### src/rtl/dfd_pkg.sv
// dfd_pkg: shared types and constants for the DoIP frame deframer.
// No dependencies; every other file in rtl/ imports it.
package dfd_pkg;

	localparam int unsigned CNT_W          = 33;
	localparam int unsigned HDR_BYTES      = 8;
	localparam int unsigned DIAG_HDR_BYTES = 12;
	localparam int unsigned DIAG_ADDR_BYTES = 4;
	localparam logic [7:0]  INV_MASK       = 8'hFF;
	localparam logic [15:0] DIAG_TYPE_RST  = 16'h8001;
	localparam int unsigned RES_DEPTH_DEF  = 4;
	localparam int unsigned CFG_IDX_W      = 8;
	localparam int unsigned CFG_DATA_W     = 16;

	typedef enum logic [CFG_IDX_W-1:0] {
		CFG_DIAG_MODE = 8'd0,
		CFG_DIAG_TYPE = 8'd1
	} cfg_idx_t;

	typedef enum logic [1:0] {
		ST_OK         = 2'd0,
		ST_MALFORMED  = 2'd1,
		ST_UNEXPECTED = 2'd2
	} status_t;

	typedef enum logic {
		KIND_BYTE   = 1'b0,
		KIND_STATUS = 1'b1
	} kind_t;

	typedef struct packed {
		kind_t       out_kind;
		logic [7:0]  payload_byte;
		status_t     status;
		logic [7:0]  version;
		logic [15:0] msg_type;
		logic [31:0] msg_length;
		logic [31:0] user_length;
		logic [15:0] source_addr;
		logic [15:0] target_addr;
		logic        last;
	} dfd_result_t;

endpackage

### src/rtl/dfd_parser.sv
// dfd_parser: frame state (byte counter, captured header and addresses) and
// the records one byte produces. Depends on dfd_pkg.
module dfd_parser import dfd_pkg::*; (
	input  logic        clk,
	input  logic        arst_n,
	input  logic        fire,
	input  logic [7:0]  data_byte,
	input  logic        frame_end,
	input  logic        diag_mode,
	input  logic [15:0] diag_type_code,
	output dfd_result_t rec0,
	output dfd_result_t rec1,
	output logic [1:0]  n_res
);

	logic [CNT_W-1:0] cnt_q, cnt_inc, len_plus;
	logic [7:0]       version_q, version_n;
	logic             inv_ok_q, inv_ok_n;
	logic [15:0]      type_q, type_n, src_q, src_n, tgt_q, tgt_n;
	logic [31:0]      len_q, len_n;
	logic             idx_small, fwd, malformed, unexpected;
	dfd_result_t      fwd_rec, st_rec;

	always_comb begin
		version_n = version_q;
		inv_ok_n  = inv_ok_q;
		type_n    = type_q;
		len_n     = len_q;
		src_n     = src_q;
		tgt_n     = tgt_q;
		idx_small = cnt_q < CNT_W'(DIAG_HDR_BYTES);
		if (idx_small) begin
			case (cnt_q[3:0]) inside
				4'd0: version_n = data_byte;
				4'd1: inv_ok_n = (version_q ^ data_byte) == INV_MASK;
				4'd2, 4'd3: type_n = {type_q[7:0], data_byte};
				4'd4, 4'd5, 4'd6, 4'd7: len_n = {len_q[23:0], data_byte};
				4'd8, 4'd9: if (diag_mode) src_n = {src_q[7:0], data_byte};
				4'd10, 4'd11: if (diag_mode) tgt_n = {tgt_q[7:0], data_byte};
				default: ;
			endcase
		end
		fwd = diag_mode ? !idx_small : !(cnt_q < CNT_W'(HDR_BYTES));

		// counter saturates at all ones
		cnt_inc  = (&cnt_q) ? cnt_q : cnt_q + 1'b1;
		len_plus = {1'b0, len_n} + CNT_W'(HDR_BYTES);
		malformed = (cnt_inc < CNT_W'(HDR_BYTES)) || !inv_ok_n || (cnt_inc != len_plus);
		unexpected = diag_mode &&
			((type_n != diag_type_code) || (len_n < 32'(DIAG_ADDR_BYTES)));

		fwd_rec              = '0;
		fwd_rec.out_kind     = KIND_BYTE;
		fwd_rec.payload_byte = data_byte;

		st_rec          = '0;
		st_rec.out_kind = KIND_STATUS;
		st_rec.last     = 1'b1;
		if (malformed) begin
			st_rec.status = ST_MALFORMED;
		end else begin
			st_rec.version    = version_n;
			st_rec.msg_type   = type_n;
			st_rec.msg_length = len_n;
			if (unexpected) begin
				st_rec.status = ST_UNEXPECTED;
			end else begin
				st_rec.status = ST_OK;
				if (diag_mode) begin
					st_rec.user_length = len_n - 32'(DIAG_ADDR_BYTES);
					st_rec.source_addr = src_n;
					st_rec.target_addr = tgt_n;
				end else begin
					st_rec.user_length = len_n;
				end
			end
		end

		rec0  = fwd ? fwd_rec : st_rec;
		rec1  = st_rec;
		n_res = {1'b0, fwd} + {1'b0, frame_end};
	end

	always_ff @(posedge clk or negedge arst_n) begin
		if (!arst_n) begin
			cnt_q     <= '0;
			version_q <= '0;
			inv_ok_q  <= 1'b0;
			type_q    <= '0;
			len_q     <= '0;
			src_q     <= '0;
			tgt_q     <= '0;
		end else if (fire) begin
			if (frame_end) begin
				cnt_q     <= '0;
				version_q <= '0;
				inv_ok_q  <= 1'b0;
				type_q    <= '0;
				len_q     <= '0;
				src_q     <= '0;
				tgt_q     <= '0;
			end else begin
				cnt_q     <= cnt_inc;
				version_q <= version_n;
				inv_ok_q  <= inv_ok_n;
				type_q    <= type_n;
				len_q     <= len_n;
				src_q     <= src_n;
				tgt_q     <= tgt_n;
			end
		end
	end

endmodule

### config.mk
export PLATFORM = sky130hd
export DESIGN_NAME = dfd_parser
export DESIGN_NICKNAME = d
export VERILOG_FILES = /design/src/rtl/dfd_pkg.sv /design/src/rtl/dfd_parser.sv
export SDC_FILE = /design/constraint.sdc
export NUM_CORES = 1
export LEC_CHECK = 0
export BUFFER_PORTS_ARGS = -buffer_cell sky130_fd_sc_hd__buf_4
export CAP_MARGIN = 20
export CORE_MARGIN = 5
export CORE_UTILIZATION = 30
export DETAILED_ROUTE_END_ITERATION = 10
export PLACE_DENSITY = 0.49
export SETUP_SLACK_MARGIN = 0.05
export SLEW_MARGIN = 30
export SYNTH_ARGS = -nofsm -noshare
export SYNTH_HDL_FRONTEND = slang
export SYNTH_SLANG_ARGS = --single-unit
### constraint.sdc
create_clock -name clk -period 7.4 [get_ports clk]
set_input_delay 0.74 -clock clk [delete_from_list [all_inputs] [get_ports clk]]
set_output_delay 0.74 -clock clk [all_outputs]
set_load 0.01 [all_outputs]
# Word level (Yosys, flattened, before mapping)
# Index checks and enable logic that the tools add are counted.
[classes] muxes=45 n_bitwise=1 reduce_logical=13 n_eq_ne=14 addsub=4 order_cmp=4
[op_table] operator="$mux 16" count=22
[op_table] operator="$mux 32" count=8
[op_table] operator="$mux 132" count=1
[op_table] operator="$mux 120" count=1
[op_table] operator="$lt 33x4->1 const B" count=3
[op_table] operator="$mux 33" count=2
[op_table] operator="$mux 64" count=1
[op_table] operator="$add 32x4->33 const B" count=1
[op_table] operator="$add 33x1->33 const B" count=1
[op_table] operator="$ne 33x33->1" count=1
[op_table] operator="$reduce_and 33->1" count=1
[op_table] operator="$lt 32x3->1 const B" count=1
[op_table] operator="$sub 32x3->32 const B" count=1
[op_table] operator="$mux 8" count=3
[op_table] operator="$eq 4x3->1 const B" count=4
[op_table] operator="$eq 4x4->1 const B" count=4
[op_table] operator="$ne 16x16->1" count=1
[op_table] operator="$eq 4x2->1 const B" count=2
[op_table] operator="$eq 8x8->1 const B" count=1
[op_table] operator="$xor 8x8->8" count=1
[op_table] operator="$reduce_or 2->1" count=3
[op_table] operator="$mux 1" count=5
[op_table] operator="$eq 4x1->1 const B" count=1
[op_table] operator="$logic_not 4->1" count=1
[op_table] operator="6 further kinds" count=11
[totals] out_inout_bits=266 inputBits=29 elab_cells=88 register_bits=122

# Logic depth before layout (Yosys ltp)
[depth] ltp_word=13 ltp_mapped=26

# Least setup slack after synthesis
# Ideal clock, no wire load.
[synth_path] kind="reg2out" from="reg cnt_q[0]" to="out rec1[39] in the netlist's numbering" slack_ns=0.991 stages_incl_launch_ff=26 arrival_time_ns=5.669 path_cell_list="dfrtp_1 inv_1 ha_1 or2_2 o211a_1 nand3_1 buf_4 buf_2 buf_4 buf_2 buf_1 mux2i_1 inv_1 ha_1 nand4_1 nor4_1 nand2_1 mux2_2 nor4_1 and3b_1 o21ai_0 a22oi_1 nand4_1 buf_4 buf_6 nor3_1"
[synth_rtl] item="from (decl)" line_no="dfd_parser.sv:16" source="logic [CNT_W-1:0] cnt_q, cnt_inc, len_plus;"
[synth_rtl] item="from (signal assigned)" line_no="dfd_parser.sv:103" source="cnt_q <= cnt_inc;"
[synth_rtl] item="to (decl)" line_no="dfd_parser.sv:12" source="output dfd_result_t rec1,"

==> results_dict.tcl <==
set metrics [dict create \
    power_frac_clock 0.445 \
    drive_gt1_frac 0.2163 \
    finalMaxSlewViolations 0 \
    drc_errors 0 \
    grt_max_degree 93 \
    maxSlewHeadroom 0.2479 \
    seqPwrFrac 0.363 \
    synth.distinct_cells 76 \
    max_stage_delay_ps 530 \
    status "completed" \
    yosys_warnings 0 \
    cts_root_buffer "clkbuf_16" \
    combinationalPowerShare 0.192 \
    ys_async_sr_fraction 1.000 \
    internal_power_mw 1.296 \
    ant_nets 0 \
    wirelength_mm 49.87 \
    clock_skew_ps 14.27 \
    worst_slew_pin_slew_ps 1097 \
    cp.arrival_ps 6160 \
    cts_sinks 122 \
    gp_congestion 0.8865 \
    finalCoreUtilization 0.3644 \
    area_growth_pct 20.91 \
    first_iter_violations 1153 \
    maxCapViolCount 0 \
    dr.pass1.iters 5 \
    grt_usage 0.2152 \
    post-cts-setup-buffers 0 \
    postCtsResizedCells 0 \
    finalCriticalPeriod_ps 6898 \
    synth_adder_area_share 0.009193 \
    synth-edff-count 0 \
    die_area_sq_um 44970 \
    synthTopCellsByArea "dfrtp_1, mux2i_1, nor2_1, o2bb2ai_1, nor3_1" \
    period_share 0.9322 \
    io_buffers 244 \
    dieHeight_microns 212.1 \
    syn_area_sq_um 12250 \
    fmax_ghz 0.1450 \
    top_level_ports 295 \
    wl_per_cell_microns 22.27 \
    cts_hold_buf 0 \
    antenna_found_initial 0 \
    yosysTopAreaCellShare 0.2492 \
    finalSetupViolCount 0 \
    start_util 0.3014 \
    synthMuxAreaShare 0.09540 \
    p_per_area_nw_per_um2 131.5 \
    grt_overflow 0 \
    syn_area_per_cell_sq_um 7.933 \
    synth-seq-area-share 0.2492 \
    hold_viol_final 0 \
    rsz0062_at_grt "false" \
    setup.worst_path.class "reg2out" \
    nets 1731 \
    synth-seq-cells 122 \
    path_cells "buf_4 -> nor4_1 -> and4_1 -> nand3_4 -> mux2i_2 -> inv_1 -> ha_1 -> nand4_1 -> nor4_1 -> nand2_1 -> mux2_2 -> nor4_1 -> and3b_1 -> o21ai_0 -> a22oi_1 -> nand4_1 -> buf_12 -> nor3_1 -> buf_4" \
    vias 12670 \
    cp_top_family "simple AND/OR/NAND/NOR gates" \
    critPathLaunchType "flip-flop" \
    synth_area_leader_cell "dfrtp_1" \
    synth_xor_area_frac 0.08887 \
    peakVddDrop_v 0.0001498 \
    h-tree-depth 4 \
    hp-class "in2async" \
    rows 74 \
    synth_compound_area_frac 0.1748 \
    swShare 0.3346 \
    clk_pin_slew_worst_paths_ps 60 \
    cts_buffer_depth 2 \
    clock_latency_ps 440 \
    critPathRequiredTime_ps 6660 \
    dp_hpwl_mm 35.98 \
    ys.flop_type "dfrtp_1" \
    grt_pass1_vias 12360 \
    numCtsBuffers 17 \
    grt_pass1_wl_mm 75.85 \
    critPathMaxFanout 92 \
    fin_setup_tns_ps 0 \
    vias_per_cell 5.658 \
    leakage_nw 6.590 \
    synth_top_family_by_area "simple AND/OR/NAND/NOR gates" \
    die_width_microns 212.1 \
    switchingPower_mw 0.6516 \
    end_kind "output port" \
    critPathBufInv 4 \
    crit_slowest_cell "nor4_1" \
    cts_tree "yes" \
    syn_inst 1544 \
    core_sq_um 40650 \
    synth_simple_gate_area_frac 0.2919 \
    cpMostUsedCell "nor4_1" \
]
final cells by class:
cell class                 count  area (sq um)
timing repair buffer         281          2138
clock inverter                14         148.9
clock buffer                  18         439.2
inverter                      12         45.04
antenna                        1         2.502
sequential                   122          3053
fill                        4285         25840
tap                          532         665.6
multi-input combinational   1259          8318
registers in the layout, indices dropped and copies added (netlist names):
name,flops
inv_ok_q,1
len_q,32
src_q,16
type_q,16
tgt_q,16
version_q,8
cnt_q,33
metal layers:
| layer | up-vias | GRT usage | routed length, microns |
|---|---|---|---|
| met4 | 0 | 0.06530 | 1346 |
| met2 | 545 | 0.3325 | 22550 |
| met1 | 6208 | 0.3009 | 22440 |
| met5 | - | 0 | 0 |
| li1 | 5839 | - | - |
| met3 | 77 | 0.04840 | 3534 |
placed cells by master (no fill, tap or decap), types with 41 or more instances in the layout:
cell type	instances
o2bb2ai_1	65
nor3_1	105
buf_4	278
nand2_1	101
xor2_1	41
xnor2_1	47
nand3_1	50
mux2i_1	97
conb_1	50
o21ai_0	64
dfrtp_1	122
nor2_1	191
nand4_1	46
path summary, 6_finish.rpt:
check	to	start	cells after the start	slack, ps
max	rec0[15]	cnt_q[27]$_DFFE_PN0P_	19	500
min	type_q[12]$_DFFE_PN0P_	arst_n	1	350
max reg2reg	len_q[29]$_DFFE_PN0P_	cnt_q[0]$_DFFE_PN0P_	7	3710
min reg2reg	inv_ok_q$_DFFE_PN0P_	inv_ok_q$_DFFE_PN0P_	2	470
max in group asynchronous	type_q[14]$_DFFE_PN0P_	arst_n	2	5790
min in group clk	inv_ok_q$_DFFE_PN0P_	inv_ok_q$_DFFE_PN0P_	2	470
cell usage after synthesis, drive strengths merged (9+ instances only):
library cell and count:
mux2 11, xnor3 12, o31ai 16, a22o 27, a31oi 11, dfrtp 122
a21oi 23, and4 10, a22oi 34, o2bb2ai 65, or3 13, buf 100
nor2 195, o21ai 66, ha 9, and2 23, xnor2 47, and3 26
nand2b 17, xor2 41, or4 10, nor2b 23, inv 12, clkbuf 99
nor3 118, nand2 103, mux2i 101, nor4 32, nand3 52, nand4 47
power groups by stage:
stage / registers, mW / clock network (mW) / logic, mW
5_1_grt: 0.710 / 0.909 / 0.409
2_1_floorplan: 0.709 / 0 / 0.276
3_3_place_gp: 0.719 / 0 / 0.369
4_1_cts: 0.707 / 0.879 / 0.372
6_report: 0.707 / 0.867 / 0.373
3_5_place_dp: 0.719 / 0 / 0.370
logic make-up after synthesis:
kind of cell,Yosys count
AO/OA/AOI/OAI,291
multiplexers,113
AND/OR/NAND/NOR,694
XOR/XNOR,102
other,2
flip-flops,122
buffers and inverters,211
adder cells (fa/ha/maj),9
stage by stage:
stage	area [sq um]	power (mW)	setup slack [ps]	hold slack (ps)	cells
after detailed placement	14210	1.089	1060	452.1	2206
after floorplan	12430	0.9851	990.6	434.5	1592
after CTS	14800	1.958	562.4	376.8	2238
after global routing	14810	2.028	230.8	405.7	2238
after global placement	14190	1.087	1188	445.9	2206
final	14810	1.947	501.8	347.6	2239
worst register-to-register path, cell delays in order, from the launching register on:
cell and delay [ps]:
dfrtp_1 440, ha_1 340, or2_2 390, o211a_1 270
nand3_4 170, buf_4 710, mux2i_1 1040, o2bb2ai_1 180
Note: power is estimated with default switching activity, not from simulation.
